[src/rtl/xmodem_block_receiver_macros.svh]
// Assertion macros shared by the receiver RTL.
// XMBR_ASSERT_IMPL checks a same-cycle implication, XMBR_ASSERT_NEXT a
// next-cycle one. Both compile away when SYNTH is defined.
`ifndef XMODEM_BLOCK_RECEIVER_MACROS_SVH
`define XMODEM_BLOCK_RECEIVER_MACROS_SVH
`ifndef SYNTH
`define XMBR_ASSERT_IMPL(label, clk, rst, ante, cons, msg) \
   label: assert property (@(posedge clk) disable iff (rst) (ante) |-> (cons)) \
      else $error(msg);
`define XMBR_ASSERT_NEXT(label, clk, rst, ante, cons, msg) \
   label: assert property (@(posedge clk) disable iff (rst) (ante) |=> (cons)) \
      else $error(msg);
`else
`define XMBR_ASSERT_IMPL(label, clk, rst, ante, cons, msg)
`define XMBR_ASSERT_NEXT(label, clk, rst, ante, cons, msg)
`endif
`endif

[src/rtl/xmbr_pkg.sv]
`timescale 1ns / 1ps
// ----------------------------------------------------------------------------
// xmbr_pkg
// Shared types, codes and the CRC-16 byte update of the block receiver.
// ----------------------------------------------------------------------------
package xmbr_pkg;

   // input action codes; code 3 means nothing
   localparam logic [1:0] ACT_BYTE   = 2'd0;
   localparam logic [1:0] ACT_TICK   = 2'd1;
   localparam logic [1:0] ACT_CANCEL = 2'd2;
   localparam logic [1:0] ACT_UNUSED = 2'd3;

   // header bytes
   localparam logic [7:0] HDR_SOH_BYTE = 8'h01;
   localparam logic [7:0] HDR_STX_BYTE = 8'h02;
   localparam logic [7:0] HDR_EOT_BYTE = 8'h04;

   // status codes
   localparam logic [2:0] ST_OK      = 3'd0;
   localparam logic [2:0] ST_EOT     = 3'd1;
   localparam logic [2:0] ST_TIMEOUT = 3'd2;
   localparam logic [2:0] ST_BADHDR  = 3'd3;
   localparam logic [2:0] ST_DUP     = 3'd4;
   localparam logic [2:0] ST_SEQ     = 3'd5;
   localparam logic [2:0] ST_CORRUPT = 3'd6;
   localparam logic [2:0] ST_QUIT    = 3'd7;

   localparam logic       KIND_DATA   = 1'b0;
   localparam logic       KIND_STATUS = 1'b1;

   localparam logic [10:0] LEN_NONE  = 11'd0;
   localparam logic [10:0] LEN_SHORT = 11'd128;
   localparam logic [10:0] LEN_LONG  = 11'd1024;

   // register indexes (word address bit 2)
   localparam logic REG_CRC_CHECK = 1'b0;
   localparam logic REG_TIMEOUT   = 1'b1;

   localparam logic [15:0] CRC_POLY = 16'h1021;

   typedef enum logic [1:0] {
      CLS_BYTE   = 2'd0,
      CLS_TICK   = 2'd1,
      CLS_CANCEL = 2'd2
   } cls_type;

   typedef enum logic [1:0] {
      HDR_SOH = 2'd0,
      HDR_STX = 2'd1,
      HDR_EOT = 2'd2,
      HDR_BAD = 2'd3
   } hdr_type;

   // one classified word as it sits in the queue
   typedef struct packed {
      cls_type    cls;
      logic [7:0] rx_byte;
      hdr_type    hdr;
      logic       num_dup;    // byte + 1 equals the block sought
      logic       num_match;  // byte equals the block sought
      logic       compl_ok;   // inverted byte equals the block sought
   } op_type;

   // CRC-16/XMODEM, MSB first, one byte
   function automatic logic [15:0] crc16_byte(input logic [15:0] crc,
                                              input logic [7:0]  b);
      logic [15:0] c;
      c = crc ^ {b, 8'h00};
      for (int k = 0; k < 8; k++) begin
         if (c[15]) begin
            c = {c[14:0], 1'b0} ^ CRC_POLY;
         end else begin
            c = {c[14:0], 1'b0};
         end
      end
      return c;
   endfunction

endpackage

[src/rtl/xmbr_req_if.sv]
`timescale 1ns / 1ps
// ----------------------------------------------------------------------------
// xmbr_req_if
// Input channel: received bytes, ticks and cancel requests.
// ----------------------------------------------------------------------------
interface xmbr_req_if;
   logic       valid;
   logic       ready;
   logic [1:0] action;
   logic [7:0] rx_byte;
   logic [7:0] expected_block;

   modport source (output valid, action, rx_byte, expected_block, input ready);
   modport sink   (input valid, action, rx_byte, expected_block, output ready);
endinterface

[src/rtl/xmbr_rsp_if.sv]
`timescale 1ns / 1ps
// ----------------------------------------------------------------------------
// xmbr_rsp_if
// Result channel: payload bytes and block status words.
// ----------------------------------------------------------------------------
interface xmbr_rsp_if;
   logic        valid;
   logic        ready;
   logic        kind;
   logic [7:0]  data_out;
   logic [9:0]  byte_index;
   logic [2:0]  status;
   logic [10:0] block_length;

   modport source (output valid, kind, data_out, byte_index, status, block_length,
                   input ready);
   modport sink   (input valid, kind, data_out, byte_index, status, block_length,
                   output ready);
endinterface

[src/rtl/xmbr_front.sv]
`timescale 1ns / 1ps
// ----------------------------------------------------------------------------
// xmbr_front
// Accepts input words, drops unused action codes and pre-decodes the byte.
// ----------------------------------------------------------------------------
module xmbr_front (
   xmbr_req_if.sink         req_if,
   input  logic             q_full,
   output logic             push,
   output xmbr_pkg::op_type op
);
   import xmbr_pkg::*;

   logic [7:0] inc_byte;

   assign req_if.ready = !q_full;
   assign push = req_if.valid && !q_full && (req_if.action != ACT_UNUSED);

   assign inc_byte = req_if.rx_byte + 8'd1;

   always_comb begin
      op.rx_byte   = req_if.rx_byte;
      op.num_dup   = (inc_byte == req_if.expected_block);
      op.num_match = (req_if.rx_byte == req_if.expected_block);
      op.compl_ok  = (~req_if.rx_byte == req_if.expected_block);

      unique case (req_if.action)
         ACT_TICK:   op.cls = CLS_TICK;
         ACT_CANCEL: op.cls = CLS_CANCEL;
         default:    op.cls = CLS_BYTE;
      endcase

      unique case (req_if.rx_byte)
         HDR_SOH_BYTE: op.hdr = HDR_SOH;
         HDR_STX_BYTE: op.hdr = HDR_STX;
         HDR_EOT_BYTE: op.hdr = HDR_EOT;
         default:      op.hdr = HDR_BAD;
      endcase
   end

endmodule

[src/rtl/xmbr_queue.sv]
`timescale 1ns / 1ps
`include "xmodem_block_receiver_macros.svh"
// ----------------------------------------------------------------------------
// xmbr_queue
// Small FIFO of classified words between the front and back ends.
// ----------------------------------------------------------------------------
module xmbr_queue #(
   parameter int DEPTH = 4
) (
   input  logic             clock,
   input  logic             reset,
   input  logic             push,
   input  xmbr_pkg::op_type din,
   input  logic             pop,
   output xmbr_pkg::op_type dout,
   output logic             not_empty,
   output logic             full
);
   import xmbr_pkg::*;

   localparam int AW = $clog2(DEPTH);
   localparam int CW = $clog2(DEPTH + 1);

   op_type        slot_ff [DEPTH];
   logic [AW-1:0] wr_ptr_ff, wr_ptr_in;
   logic [AW-1:0] rd_ptr_ff, rd_ptr_in;
   logic [CW-1:0] count_ff, count_in;

   assign full      = (count_ff == CW'(DEPTH));
   assign not_empty = (count_ff != '0);
   assign dout      = slot_ff[rd_ptr_ff];

   always_comb begin
      wr_ptr_in = wr_ptr_ff;
      rd_ptr_in = rd_ptr_ff;
      count_in  = count_ff;
      if (push) begin
         wr_ptr_in = (wr_ptr_ff == AW'(DEPTH - 1)) ? '0 : wr_ptr_ff + 1'b1;
      end
      if (pop) begin
         rd_ptr_in = (rd_ptr_ff == AW'(DEPTH - 1)) ? '0 : rd_ptr_ff + 1'b1;
      end
      unique case ({push, pop})
         2'b10:   count_in = count_ff + 1'b1;
         2'b01:   count_in = count_ff - 1'b1;
         default: count_in = count_ff;
      endcase
   end

   always_ff @(posedge clock) begin
      if (reset) begin
         wr_ptr_ff <= '0;
         rd_ptr_ff <= '0;
         count_ff  <= '0;
      end else begin
         wr_ptr_ff <= wr_ptr_in;
         rd_ptr_ff <= rd_ptr_in;
         count_ff  <= count_in;
      end
   end

   always_ff @(posedge clock) begin
      if (push) begin
         slot_ff[wr_ptr_ff] <= din;
      end
   end

   `XMBR_ASSERT_IMPL(a_no_push_full, clock, reset, full, !push, "push into full queue")
   `XMBR_ASSERT_IMPL(a_no_pop_empty, clock, reset, !not_empty, !pop, "pop from empty queue")
   `XMBR_ASSERT_NEXT(a_count_up, clock, reset, push && !pop, count_ff == $past(count_ff) + 1'b1, "queue count did not rise")

endmodule

[src/rtl/xmbr_back.sv]
`timescale 1ns / 1ps
`include "xmodem_block_receiver_macros.svh"
// ----------------------------------------------------------------------------
// xmbr_back
// Block parser: phase machine, check accumulators, timeout and result register.
// ----------------------------------------------------------------------------
module xmbr_back (
   input  logic             clock,
   input  logic             reset,
   input  logic             crc_check,
   input  logic [23:0]      timeout_ticks,
   input  xmbr_pkg::op_type op,
   input  logic             q_valid,
   output logic             pop,
   xmbr_rsp_if.source       rsp_if
);
   import xmbr_pkg::*;

   typedef enum logic [5:0] {
      PH_HEADER = 6'b000001,
      PH_NUM    = 6'b000010,
      PH_COMPL  = 6'b000100,
      PH_DATA   = 6'b001000,
      PH_CHK1   = 6'b010000,
      PH_CHK2   = 6'b100000
   } phase_type;

   phase_type   phase_ff, phase_in;
   logic [10:0] byte_count_ff, byte_count_in;
   logic        long_block_ff, long_block_in;
   logic [15:0] crc_accum_ff, crc_accum_in;
   logic [7:0]  sum_accum_ff, sum_accum_in;
   logic [7:0]  crc_high_ff, crc_high_in;
   logic [23:0] idle_ticks_ff, idle_ticks_in;
   logic        quit_pending_ff, quit_pending_in;

   logic        rsp_valid_ff, rsp_valid_in;
   logic        kind_ff, kind_in;
   logic [7:0]  data_ff, data_in;
   logic [9:0]  index_ff, index_in;
   logic [2:0]  status_ff, status_in;
   logic [10:0] length_ff, length_in;

   logic        emit_st, emit_dat;
   logic        load_rsp;
   logic [2:0]  st_code;
   logic [10:0] cur_len;
   logic [10:0] count_inc;
   logic [23:0] idle_inc;
   logic [23:0] limit;

   assign pop      = q_valid && (!rsp_valid_ff || rsp_if.ready);
   assign load_rsp = pop && (emit_st || emit_dat);
   assign limit    = (timeout_ticks == '0) ? 24'd1 : timeout_ticks;
   assign idle_inc = idle_ticks_ff + 24'd1;
   assign count_inc = byte_count_ff + 11'd1;
   assign cur_len  = (phase_ff == PH_HEADER) ? LEN_NONE
                     : (long_block_ff ? LEN_LONG : LEN_SHORT);

   always_comb begin
      phase_in        = phase_ff;
      byte_count_in   = byte_count_ff;
      long_block_in   = long_block_ff;
      crc_accum_in    = crc_accum_ff;
      sum_accum_in    = sum_accum_ff;
      crc_high_in     = crc_high_ff;
      idle_ticks_in   = idle_ticks_ff;
      quit_pending_in = quit_pending_ff;
      emit_st         = 1'b0;
      emit_dat        = 1'b0;
      st_code         = ST_OK;

      priority if (phase_ff == PH_HEADER && quit_pending_ff) begin
         quit_pending_in = 1'b0;
         emit_st         = 1'b1;
         st_code         = ST_QUIT;
      end else if (op.cls == CLS_CANCEL) begin
         if (phase_ff == PH_HEADER) begin
            emit_st = 1'b1;
            st_code = ST_QUIT;
         end else begin
            quit_pending_in = 1'b1;
         end
      end else if (op.cls == CLS_TICK) begin
         idle_ticks_in = idle_inc;
         if (idle_inc >= limit) begin
            emit_st = 1'b1;
            st_code = ST_TIMEOUT;
         end
      end else begin
         idle_ticks_in = '0;
         unique case (phase_ff)
            PH_NUM: begin
               if (op.num_dup) begin
                  emit_st = 1'b1;
                  st_code = ST_DUP;
               end else if (!op.num_match) begin
                  emit_st = 1'b1;
                  st_code = ST_SEQ;
               end else begin
                  phase_in = PH_COMPL;
               end
            end
            PH_COMPL: begin
               if (!op.compl_ok) begin
                  emit_st = 1'b1;
                  st_code = ST_CORRUPT;
               end else begin
                  phase_in = PH_DATA;
               end
            end
            PH_DATA: begin
               emit_dat      = 1'b1;
               crc_accum_in  = crc16_byte(crc_accum_ff, op.rx_byte);
               sum_accum_in  = sum_accum_ff + op.rx_byte;
               byte_count_in = count_inc;
               if (count_inc >= cur_len) begin
                  phase_in = PH_CHK1;
               end
            end
            PH_CHK1: begin
               if (crc_check) begin
                  crc_high_in = op.rx_byte;
                  phase_in    = PH_CHK2;
               end else begin
                  emit_st = 1'b1;
                  st_code = (sum_accum_ff == op.rx_byte) ? ST_OK : ST_CORRUPT;
               end
            end
            PH_CHK2: begin
               emit_st = 1'b1;
               st_code = ({crc_high_ff, op.rx_byte} == crc_accum_ff) ? ST_OK : ST_CORRUPT;
            end
            default: begin
               // awaiting a header
               unique case (op.hdr)
                  HDR_SOH, HDR_STX: begin
                     long_block_in = (op.hdr == HDR_STX);
                     byte_count_in = '0;
                     crc_accum_in  = '0;
                     sum_accum_in  = '0;
                     crc_high_in   = '0;
                     phase_in      = PH_NUM;
                  end
                  HDR_EOT: begin
                     emit_st = 1'b1;
                     st_code = ST_EOT;
                  end
                  default: begin
                     emit_st = 1'b1;
                     st_code = ST_BADHDR;
                  end
               endcase
            end
         endcase
      end

      if (emit_st) begin
         phase_in      = PH_HEADER;
         byte_count_in = '0;
         idle_ticks_in = '0;
      end
   end

   // result word
   always_comb begin
      kind_in   = kind_ff;
      data_in   = data_ff;
      index_in  = index_ff;
      status_in = status_ff;
      length_in = length_ff;
      if (emit_st) begin
         kind_in   = KIND_STATUS;
         data_in   = '0;
         index_in  = '0;
         status_in = st_code;
         length_in = cur_len;
      end else if (emit_dat) begin
         kind_in   = KIND_DATA;
         data_in   = op.rx_byte;
         index_in  = byte_count_ff[9:0];
         status_in = ST_OK;
         length_in = cur_len;
      end

      if (load_rsp) begin
         rsp_valid_in = 1'b1;
      end else if (rsp_if.ready) begin
         rsp_valid_in = 1'b0;
      end else begin
         rsp_valid_in = rsp_valid_ff;
      end
   end

   always_ff @(posedge clock) begin
      if (reset) begin
         phase_ff        <= PH_HEADER;
         byte_count_ff   <= '0;
         long_block_ff   <= 1'b0;
         crc_accum_ff    <= '0;
         sum_accum_ff    <= '0;
         crc_high_ff     <= '0;
         idle_ticks_ff   <= '0;
         quit_pending_ff <= 1'b0;
         rsp_valid_ff    <= 1'b0;
      end else begin
         rsp_valid_ff <= rsp_valid_in;
         if (pop) begin
            phase_ff        <= phase_in;
            byte_count_ff   <= byte_count_in;
            long_block_ff   <= long_block_in;
            crc_accum_ff    <= crc_accum_in;
            sum_accum_ff    <= sum_accum_in;
            crc_high_ff     <= crc_high_in;
            idle_ticks_ff   <= idle_ticks_in;
            quit_pending_ff <= quit_pending_in;
         end
      end
   end

   always_ff @(posedge clock) begin
      if (load_rsp) begin
         kind_ff   <= kind_in;
         data_ff   <= data_in;
         index_ff  <= index_in;
         status_ff <= status_in;
         length_ff <= length_in;
      end
   end

   assign rsp_if.valid        = rsp_valid_ff;
   assign rsp_if.kind         = kind_ff;
   assign rsp_if.data_out     = data_ff;
   assign rsp_if.byte_index   = index_ff;
   assign rsp_if.status       = status_ff;
   assign rsp_if.block_length = length_ff;

   `XMBR_ASSERT_NEXT(a_result_loaded, clock, reset, load_rsp, rsp_valid_ff, "result word lost")
   `XMBR_ASSERT_IMPL(a_header_count, clock, reset, phase_ff == PH_HEADER,
                     byte_count_ff == '0, "byte count not cleared at header")
   `XMBR_ASSERT_NEXT(a_rsp_hold, clock, reset, rsp_valid_ff && !rsp_if.ready,
                     rsp_valid_ff, "result word dropped while stalled")

endmodule

[src/rtl/xmodem_block_receiver.sv]
// A word taken from req_if goes into the queue; the back end pops words in order and, where
// a word yields one, loads the registered result word. One word is taken per cycle while the
// queue has room; the back-end phase machine handles one queued word a cycle. An untaken
// result word holds the back end; the queue absorbs up to QUEUE_DEPTH (default 4) words.
// Reset (synchronous, active high) clears the queue, the phase machine to awaiting header,
// and sets crc_check to 1 and timeout_ticks to 1000.
`timescale 1ns / 1ps
// ----------------------------------------------------------------------------
// xmodem_block_receiver
// XMODEM block parser with CRC-16 or checksum check and an APB register port.
// ----------------------------------------------------------------------------
module xmodem_block_receiver #(
   parameter int QUEUE_DEPTH = 4
) (
   input  logic        clock,
   input  logic        reset,
   xmbr_req_if.sink    req_if,
   xmbr_rsp_if.source  rsp_if,
   input  logic        psel,
   input  logic        penable,
   input  logic        pwrite,
   input  logic [2:0]  paddr,
   input  logic [31:0] pwdata,
   output logic [31:0] prdata,
   output logic        pready
);
   import xmbr_pkg::*;

   // configuration registers
   logic        crc_check_ff, crc_check_in;
   logic [23:0] timeout_ticks_ff, timeout_ticks_in;
   logic        csr_write;

   // front end to queue to back end
   logic   push;
   logic   pop;
   logic   q_full;
   logic   q_not_empty;
   op_type op_push;
   op_type op_head;

   // ---------------------------------------------------------------------
   // APB: zero wait states, word address bit 2 picks the register
   // ---------------------------------------------------------------------
   assign pready    = 1'b1;
   assign csr_write = psel && penable && pwrite;

   always_comb begin
      crc_check_in     = crc_check_ff;
      timeout_ticks_in = timeout_ticks_ff;
      if (csr_write) begin
         unique case (paddr[2])
            REG_CRC_CHECK: crc_check_in     = pwdata[0];
            default:       timeout_ticks_in = pwdata[23:0];
         endcase
      end
   end

   always_ff @(posedge clock) begin
      if (reset) begin
         crc_check_ff     <= 1'b1;
         timeout_ticks_ff <= 24'd1000;
      end else begin
         crc_check_ff     <= crc_check_in;
         timeout_ticks_ff <= timeout_ticks_in;
      end
   end

   always_comb begin
      unique case (paddr[2])
         REG_TIMEOUT: prdata = {8'd0, timeout_ticks_ff};
         default:     prdata = {31'd0, crc_check_ff};
      endcase
   end

   // ---------------------------------------------------------------------
   // Front end: takes a word whenever the queue has room and pre-decodes
   // header class and block-number compares against expected_block
   // ---------------------------------------------------------------------
   xmbr_front u_front (
      .req_if (req_if),
      .q_full (q_full),
      .push   (push),
      .op     (op_push)
   );

   // ---------------------------------------------------------------------
   // Queue: decouples input acceptance from result back-pressure
   // ---------------------------------------------------------------------
   xmbr_queue #(
      .DEPTH (QUEUE_DEPTH)
   ) u_queue (
      .clock     (clock),
      .reset     (reset),
      .push      (push),
      .din       (op_push),
      .pop       (pop),
      .dout      (op_head),
      .not_empty (q_not_empty),
      .full      (q_full)
   );

   // ---------------------------------------------------------------------
   // Back end: phase machine, CRC/sum accumulators, idle tick counter,
   // deferred quit, and the registered result word
   // ---------------------------------------------------------------------
   xmbr_back u_back (
      .clock         (clock),
      .reset         (reset),
      .crc_check     (crc_check_ff),
      .timeout_ticks (timeout_ticks_ff),
      .op            (op_head),
      .q_valid       (q_not_empty),
      .pop           (pop),
      .rsp_if        (rsp_if)
   );

endmodule
[src/flat_wrapper.sv]
// flat-port wrapper written by rule: the top's interface ports become plain ports
module xmodem_block_receiver_flat import xmbr_pkg::*;
#(
   parameter int QUEUE_DEPTH = 4
)
  (clock, reset, psel, penable, pwrite, paddr, pwdata, prdata, pready, req_if_valid, req_if_action, req_if_rx_byte, req_if_expected_block, req_if_ready, rsp_if_valid, rsp_if_kind, rsp_if_data_out, rsp_if_byte_index, rsp_if_status, rsp_if_block_length, rsp_if_ready);
  xmbr_req_if req_if_i ();
  xmbr_rsp_if rsp_if_i ();
  input  logic clock;
  input  logic reset;
  input  logic psel;
  input  logic penable;
  input  logic pwrite;
  input  logic [2:0] paddr;
  input  logic [31:0] pwdata;
  output logic [31:0] prdata;
  output logic pready;
  input wire logic [$bits(req_if_i.valid)-1:0] req_if_valid;
  input wire logic [$bits(req_if_i.action)-1:0] req_if_action;
  input wire logic [$bits(req_if_i.rx_byte)-1:0] req_if_rx_byte;
  input wire logic [$bits(req_if_i.expected_block)-1:0] req_if_expected_block;
  output wire logic [$bits(req_if_i.ready)-1:0] req_if_ready;
  output wire logic [$bits(rsp_if_i.valid)-1:0] rsp_if_valid;
  output wire logic [$bits(rsp_if_i.kind)-1:0] rsp_if_kind;
  output wire logic [$bits(rsp_if_i.data_out)-1:0] rsp_if_data_out;
  output wire logic [$bits(rsp_if_i.byte_index)-1:0] rsp_if_byte_index;
  output wire logic [$bits(rsp_if_i.status)-1:0] rsp_if_status;
  output wire logic [$bits(rsp_if_i.block_length)-1:0] rsp_if_block_length;
  input wire logic [$bits(rsp_if_i.ready)-1:0] rsp_if_ready;
  assign req_if_i.valid = req_if_valid;
  assign req_if_i.action = req_if_action;
  assign req_if_i.rx_byte = req_if_rx_byte;
  assign req_if_i.expected_block = req_if_expected_block;
  assign req_if_ready = req_if_i.ready;
  assign rsp_if_valid = rsp_if_i.valid;
  assign rsp_if_kind = rsp_if_i.kind;
  assign rsp_if_data_out = rsp_if_i.data_out;
  assign rsp_if_byte_index = rsp_if_i.byte_index;
  assign rsp_if_status = rsp_if_i.status;
  assign rsp_if_block_length = rsp_if_i.block_length;
  assign rsp_if_i.ready = rsp_if_ready;
  xmodem_block_receiver #(.QUEUE_DEPTH(QUEUE_DEPTH)) u_core (.clock(clock), .reset(reset), .req_if(req_if_i), .rsp_if(rsp_if_i), .psel(psel), .penable(penable), .pwrite(pwrite), .paddr(paddr), .pwdata(pwdata), .prdata(prdata), .pready(pready));
endmodule
[config.mk]
export PLATFORM = sky130hd
export DESIGN_NAME = xmodem_block_receiver_flat
export DESIGN_NICKNAME = d
export VERILOG_FILES = /design/src/rtl/xmbr_pkg.sv /design/src/rtl/xmbr_req_if.sv /design/src/rtl/xmbr_rsp_if.sv /design/src/rtl/xmbr_front.sv /design/src/rtl/xmbr_queue.sv /design/src/rtl/xmbr_back.sv /design/src/rtl/xmodem_block_receiver.sv /design/src/flat_wrapper.sv
export VERILOG_INCLUDE_DIRS = /design/src /design/src/rtl
export SDC_FILE = /design/constraint.sdc
export NUM_CORES = 1
export LEC_CHECK = 0
export BUFFER_PORTS_ARGS = -buffer_cell sky130_fd_sc_hd__buf_4
export CAP_MARGIN = 20
export CORE_ASPECT_RATIO = 0.75
export CORE_MARGIN = 1
export CORE_UTILIZATION = 46
export DETAILED_ROUTE_END_ITERATION = 6
export PLACE_DENSITY = 0.7
export SLEW_MARGIN = 20
export SYNTH_ARGS = -nofsm -noshare
export SYNTH_HDL_FRONTEND = slang
export SYNTH_HIERARCHICAL = 1
export SYNTH_SLANG_ARGS = --single-unit
[constraint.sdc]
create_clock -name clock -period 11.81 [get_ports clock]
set_input_delay 0.5905 -clock clock [delete_from_list [all_inputs] [get_ports clock]]
set_output_delay 0.5905 -clock clock [all_outputs]
set_load 0.005 [all_outputs]
Word level (Yosys, flattened, before mapping)
Memories as Yosys holds them, arrays and structs flattened. A register that Yosys moved wholly into a read port is not among the register bits. Cells that the tools add are included. Widths: inputs -> output; s select.

Input bits: 60. Output and inout bits: 68. RAM bits: 60. Memories: 1. Flip-flop bits (word level): 141.

Multiplexer cells: 116. Reductions and logical operators: 36. $lt $le $gt $ge: 2. Equal/unequal tests: 38. Bitwise logic cells: 17. Add/sub/neg operators: 8.

Memory list: u_core.u_queue.slot_ff (words 4, width 15, rd ports 1, clocked after Yosys merged registers in 1, wr ports 1, line xmbr_queue.sv:24) `op_type slot_ff [DEPTH];`.

Operator list (number): $mux 16 (29); $mux 24 (6); $mux 13 (8); $mux 11 (9); $mux 6 (10); $mux 3 (12); $eq 8x8->1 (4); $pmux 16 s2 (1); $pmux 8 s2 (2); $pmux 6 s5 (1); $add 24x1->24 const B (1); $ge 24x24->1 (1); $logic_not 24->1 (1); $mux 8 (3); $not 3->3 (8); $mux 1 (22); $pmux 11 s2 (1); $reduce_and 6->1 (3); $eq 16x16->1 (1); $xor 16x16->16 (1); $pmux 3 s5 (1); $eq 2x2->1 const B (6); $ne 3x3->1 const B (4); $reduce_bool 2->1 (6); other kinds (42) (76).

Longest topological paths before layout
Word-level depth: 46. Mapped depth: 16. Gate-level depth less buffers: 14.

Modules after synthesis
Netlist, hierarchy kept.

Modules (own cells, without submodules): xmbr_back (times used 1, area an instance 6373.6 sq um, cells an instance 727); xmbr_queue (times used 1, area an instance 2635.0 sq um, cells an instance 122); xmodem_block_receiver (times used 1, area an instance 1357.6 sq um, cells an instance 147); xmbr_front (times used 1, area an instance 480.5 sq um, cells an instance 67).

Least setup slack after synthesis
OpenSTA, ideal clock, no wires.

Path type: register to register. From: register u_core.u_back.idle_ticks_ff[5]. To: register u_core.u_back.length_ff[10] (netlist: u_core/u_back/rsp_if.block_length[10]) (enable). Period minus slack after synthesis: 4707 ps. Arrival time: 4294 ps. Required time: 11397 ps. Cell stages (with the launch flop): 15. Path slack: 7103 ps. Path through: dfxtp_1 -> and4_1 -> nand3_1 -> nor4_2 -> and3_1 -> xor2_1 -> ha_1 -> nand4_1 -> nor4_1 -> o211ai_1 -> a31oi_1 -> o21ai_4 -> buf_6 -> and2_1 -> a21oi_1.

Longest elaborated chain between the ends: 9. Elaborated cells between the ends (all ways): 10.

RTL lines: from (decl) (line xmbr_back.sv:34) `logic [23:0] idle_ticks_ff, idle_ticks_in;`; from (signal assigned) (line xmbr_back.sv:215) `idle_ticks_ff <= idle_ticks_in;`; $add 24x1->24 (line xmbr_back.sv:55) `assign idle_inc = idle_ticks_ff + 24'd1;`; $ge 24x24->1 (line xmbr_back.sv:86) `if (idle_inc >= limit) begin`; $mux 1 (line xmbr_back.sv:86); $mux 1 (line xmbr_back.sv:84) `end else if (op.cls == CLS_TICK) begin`; $mux 1 (line xmbr_back.sv:77) `end else if (op.cls == CLS_CANCEL) begin`; $mux 1 (line xmbr_back.sv:73) `priority if (phase_ff == PH_HEADER && quit_pending_ff) begin`; $logic_or 1x1->1 (line xmbr_back.sv:53) `assign load_rsp = pop && (emit_st || emit_dat);`; $logic_and 1x1->1 (line xmbr_back.sv:53); via u_core.u_back.load_rsp (line xmbr_back.sv:45) `logic load_rsp;`; $reduce_and 2->1 (no line); to (signal assigned) (line xmbr_back.sv:227) `length_ff <= length_in;`; to (decl) (line xmbr_back.sv:42) `logic [10:0] length_ff, length_in;`.

The timed path passes the listed nets, and every way through them passes these cells. A chain may end at the register's enable or synchronous reset.

Worst setup path after layout
From: register u_core.u_back.idle_ticks_ff[0]. To: register u_core.u_back.index_ff[2] (netlist: u_core/u_back/rsp_if.byte_index[2]) (enable).

Longest elaborated chain between the ends: 9. Elaborated cells between the ends (all ways): 10.

RTL lines: $add 24x1->24 (line xmbr_back.sv:55); $ge 24x24->1 (line xmbr_back.sv:86); $mux 1 (line xmbr_back.sv:86); $mux 1 (line xmbr_back.sv:84); $mux 1 (line xmbr_back.sv:77); $mux 1 (line xmbr_back.sv:73); $logic_or 1x1->1 (line xmbr_back.sv:53); $logic_and 1x1->1 (line xmbr_back.sv:53); via u_core.u_back.load_rsp (line xmbr_back.sv:45); $reduce_and 2->1 (no line); to (signal assigned) (line xmbr_back.sv:225) `index_ff <= index_in;`; to (decl) (line xmbr_back.sv:40) `logic [9:0] index_ff, index_in;`.

The timed path passes the listed nets, and every way through them passes these cells.

==> impl_metrics.env <==
export IMPL_cts_tree="done"
export IMPL_fin_nets=1231
export IMPL_maxCapViolCount=0
export IMPL_drc=14
export IMPL_avgRoutedWirePerCell_um=16.9
export IMPL_synth_cell_type_count=71
export IMPL_initial_core_util_pct=47.0
export IMPL_critical_path_class="register to register"
export IMPL_hold_buffers=0
export IMPL_dr_total_vias=8011
export IMPL_ant_nets=0
export IMPL_die_h_um=135
export IMPL_critPathTopFamily="simple AND/OR/NAND/NOR gates"
export IMPL_core_area_mm2=0.0231
export IMPL_use_met3_pct=2.84
export IMPL_hp_class="primary input to register"
export IMPL_grt_total_usage_pct=20.4
export IMPL_drt_initial_drc_count=825
export IMPL_clkLatencyLatePin_ns=0.44
export IMPL_rr_worst_depth=14
export IMPL_power_density_mw_per_mm2=174
export IMPL_area_growth_pct=12.2
export IMPL_period_needed_ns=4.88
export IMPL_grt_max_degree=90
export IMPL_slowest_delay_ns=0.74
export IMPL_hold_depth=1
export IMPL_rows=48
export IMPL_firstDrtPassIters=7
export IMPL_numCtsBuffers=17
export IMPL_r2r_end="u_core/u_back/rsp_if.byte_index[2]$_SDFFCE_PN0P_"
export IMPL_cpMostUsedCell="and3_1"
export IMPL_port_buffer_count=99
export IMPL_crit_buf_inv=1
export IMPL_crit_fanout=35
export IMPL_slew_headroom_pct=25.9
export IMPL_synth_seq_area_share_pct=43.6
export IMPL_hold_viol=0
export IMPL_startpoint_type="register"
export IMPL_cts_setup_buffers=0
export IMPL_p_seq_share_pct=39.3
export IMPL_synth_area_mm2=0.0108
export IMPL_crit_chain="and3_1 > nand3_1 > nor4_2 > and3_1 > xor2_1 > ha_1 > nand4_1 > nor4_1 > o211ai_1 > a31oi_1 > o21ai_4 > and2_1 > a21oi_2 > buf_4"
export IMPL_globalRouteMet2Util_pct=28.1
export IMPL_fin_skew_ns=0.0165
export IMPL_failed_checks="design-rule violations"
export IMPL_busiest_layer="met1"
export IMPL_grt_use_met1_pct=32.8
export IMPL_period_share_pct=41.4
export IMPL_wirelength_mm=24.2
export IMPL_grt_pass1_wl_mm=38.7
export IMPL_cts_max_level=4
export IMPL_cts_buffer_depth=2
export IMPL_clock_sinks=194
export IMPL_pwr_share_comb_pct=32.4
export IMPL_postSynthCellCount=1063
export IMPL_slew_viol_final=0
export IMPL_final_layout_size_suffix_gt1_share_pct=15.2
export IMPL_hpwl_mm=16.8
export IMPL_fmax_mhz=205
export IMPL_sw_frac_of_total_pct=34.8
export IMPL_ctsResizeCount=0
export IMPL_crit_reg2reg_launch="u_core/u_back/idle_ticks_ff[0]$_SDFFE_PP0P_"
export IMPL_cp_slowest_cell="nor4_2"
export IMPL_vdd_drop_max_mv=0.107
export IMPL_hold_path_startpoint="req_if_rx_byte[7]"
export IMPL_viasPerCell=5.58
export IMPL_io_pins=128
export IMPL_cell_internal_pwr_w=0.00138
export IMPL_synth_edf_count=84
export IMPL_p_leak_nw=4.68
export IMPL_fin_setup_tns_ns=0
export IMPL_clockPowerShare_pct=28.3
export IMPL_clk_pin_slew_ns=0.07
export IMPL_ys_flop_type="dfxtp_1"
export IMPL_regToRegSetupSlack_ns=6.93
export IMPL_die_width_um=179
export IMPL_whs_ns=0.382
export IMPL_worst_pin_slew_ns=1.11
export IMPL_root_buffer="clkbuf_16"
export IMPL_async_flop_share_pct=0
export IMPL_worstPathRequired_ns=11.92
export IMPL_grt_pass1_vias=7309
export IMPL_antenna_found_initial=0
export IMPL_cp_arrival_ns=5.00
export IMPL_grt_overflow_total=0
export IMPL_synth_warnings=6
export IMPL_finalSetupViolations=0
export IMPL_end_kind="register"
export IMPL_fill_cells=2087
export IMPL_rsz0062_at_grt="false"
export IMPL_n_antenna_cell=0
export IMPL_die_area_mm2=0.0242
export IMPL_syn_area_per_cell_um2=10.2
export IMPL_whs_endpoint="u_core/u_queue/slot_ff[2][12]$_DFFE_PP_"
export IMPL_status="finished, violations left"
export IMPL_power_switching_w=0.000739
export IMPL_synth_seq_cells=194
export IMPL_gp_congestion=0.823
## cells in the final DEF, fill, tap and decap left out, types with 7 or more instances in the layout
cell type	netlist	layout
edfxtp_1	84	84
conb_1	3	18
xor2_1	27	27
mux4_2	10	10
dfxtp_1	110	110
nor4_1	14	14
o21ai_0	12	12
nor3b_1	12	12
and4_1	8	8
clkbuf_16	0	17
ha_1	47	47
nand4_1	17	17
xnor2_1	59	59
nand2b_1	59	59
nor3_1	20	20
nand3_1	50	50
inv_1	45	45
buf_4	28	106
nand3b_1	15	15
and2_1	26	26
a32oi_1	20	20
nand2_1	52	52
nor2_1	73	73
a21oi_1	51	50
mux2i_1	35	35
a21o_1	7	7
and3_1	34	34
## Yosys cell counts, types with 10 or more instances
cell type / n / area [um^2]
a21oi_1: 51 / 255
mux4_2: 10 / 225
nand2_1: 52 / 195
ha_1: 47 / 588
and3_1: 34 / 213
and2_1: 26 / 163
xor2_1: 27 / 236
buf_4: 28 / 210
edfxtp_1: 84 / 2520
clkbuf_1: 36 / 135
a32oi_1: 20 / 175
nor4_1: 14 / 87.6
nand3_1: 50 / 250
nor2_1: 73 / 274
nor3_1: 20 / 100
nand2b_1: 59 / 369
dfxtp_1: 110 / 2200
inv_1: 45 / 169
nand4_1: 17 / 106
nand3b_1: 15 / 113
mux2i_1: 35 / 350
o21ai_0: 12 / 60.1
nor3b_1: 12 / 90.1
xnor2_1: 59 / 517
## metrics by stage
step | std cells | setup slack (ns) | area (um^2) | util, % | power [W]
floorplan | 1078 | 7.10 | 10900 | - | 0.00132
global placement | 1403 | 6.94 | 11600 | 50.2 | 0.00152
detailed placement | 1403 | 6.91 | 11600 | 50.2 | 0.00153
CTS | 1435 | 6.90 | 12200 | 52.8 | 0.00213
global route | 1435 | 6.54 | 12200 | 52.8 | 0.00223
finish | 1435 | 6.93 | 12200 | 52.8 | 0.00212
## how the worst max path moves through the flow
stage	from	end	slack, ns	depth (start not counted)
2_1_floorplan	u_core/u_back/idle_ticks_ff[5]$_SDFFE_PP0P_	u_core/u_back/rsp_if.block_length[10]$_DFFE_PP_	7.10	14
3_3_place_gp	u_core/u_back/idle_ticks_ff[0]$_SDFFE_PP0P_	u_core/u_back/rsp_if.byte_index[0]$_SDFFCE_PN0P_	6.94	14
3_5_place_dp	u_core/u_back/idle_ticks_ff[0]$_SDFFE_PP0P_	u_core/u_back/rsp_if.byte_index[1]$_SDFFCE_PN0P_	6.91	14
4_1_cts	u_core/u_back/idle_ticks_ff[0]$_SDFFE_PP0P_	u_core/u_back/rsp_if.byte_index[1]$_SDFFCE_PN0P_	6.90	14
5_1_grt	u_core/u_back/idle_ticks_ff[5]$_SDFFE_PP0P_	u_core/u_back/rsp_if.byte_index[0]$_SDFFCE_PN0P_	6.54	14
6_report	u_core/u_back/idle_ticks_ff[0]$_SDFFE_PP0P_	u_core/u_back/rsp_if.byte_index[2]$_SDFFCE_PN0P_	6.93	14
## power groups by stage
stage	Clock [W]	Combinational, W	Sequential [W]
after floorplan	0	0.000489	0.000836
after global placement	0	0.000668	0.000850
after detailed placement	0	0.000680	0.000853
after CTS	0.000611	0.000682	0.000838
after global routing	0.000635	0.000747	0.000846
final	0.000601	0.000688	0.000836
## state kept, by name (all words and copies together), names as in the netlist, 2 cells and up, named ones only
register / cells
u_core/timeout_ticks_ff: 24
u_core/u_back/byte_count_ff: 11
u_core/u_back/crc_accum_ff: 16
u_core/u_back/crc_high_ff: 8
u_core/u_back/idle_ticks_ff: 24
u_core/u_back/phase_ff: 6
u_core/u_back/rsp_if.block_length: 2
u_core/u_back/rsp_if.byte_index: 10
u_core/u_back/rsp_if.data_out: 8
u_core/u_back/rsp_if.status: 3
u_core/u_back/sum_accum_ff: 8
u_core/u_queue/count_ff: 3
u_core/u_queue/rd_ptr_ff: 2
u_core/u_queue/slot_ff: 60
u_core/u_queue/wr_ptr_ff: 2
## final cells by class
cell class | instances | area (um^2) | area share [%]
Timing Repair Buffer | 106 | 796 | 6.54
Tap cell | 300 | 375 | 3.08
Sequential cell | 194 | 4720 | 38.8
Multi-Input combinational cell | 758 | 5510 | 45.2
Inverter | 45 | 169 | 1.39
Clock buffer | 17 | 425 | 3.49
Clock inverter | 15 | 178 | 1.46
## cell families after synthesis
group | count (synthesis) | synth area share [%]
compound gates | 140 | 9.25
xor+xnor | 86 | 6.94
other cells | 3 | 0.104
buf+inv | 126 | 6.23
simple gates | 414 | 21.5
flops | 194 | 43.6
mux | 51 | 6.62
fa+ha+maj | 49 | 5.79
## per-layer routing
metal,up-vias,share of wire [%]
met2,217,42
met3,17,5.0
li1,3913,-
met4,0,0.85
met5,-,0
met1,3864,52
## worst reg2reg max path, cell delays in order (launching register included)
cell	delay (ns)
dfxtp_1	0.42
and3_1	0.21
nand3_1	0.21
nor4_2	0.74
and3_1	0.32
xor2_1	0.09
ha_1	0.31
nand4_1	0.17
nor4_1	0.61
o211ai_1	0.19
a31oi_1	0.31
o21ai_4	0.27
and2_1	0.28
a21oi_2	0.11
buf_4	0.30
(Power assumes the default switching activity.)
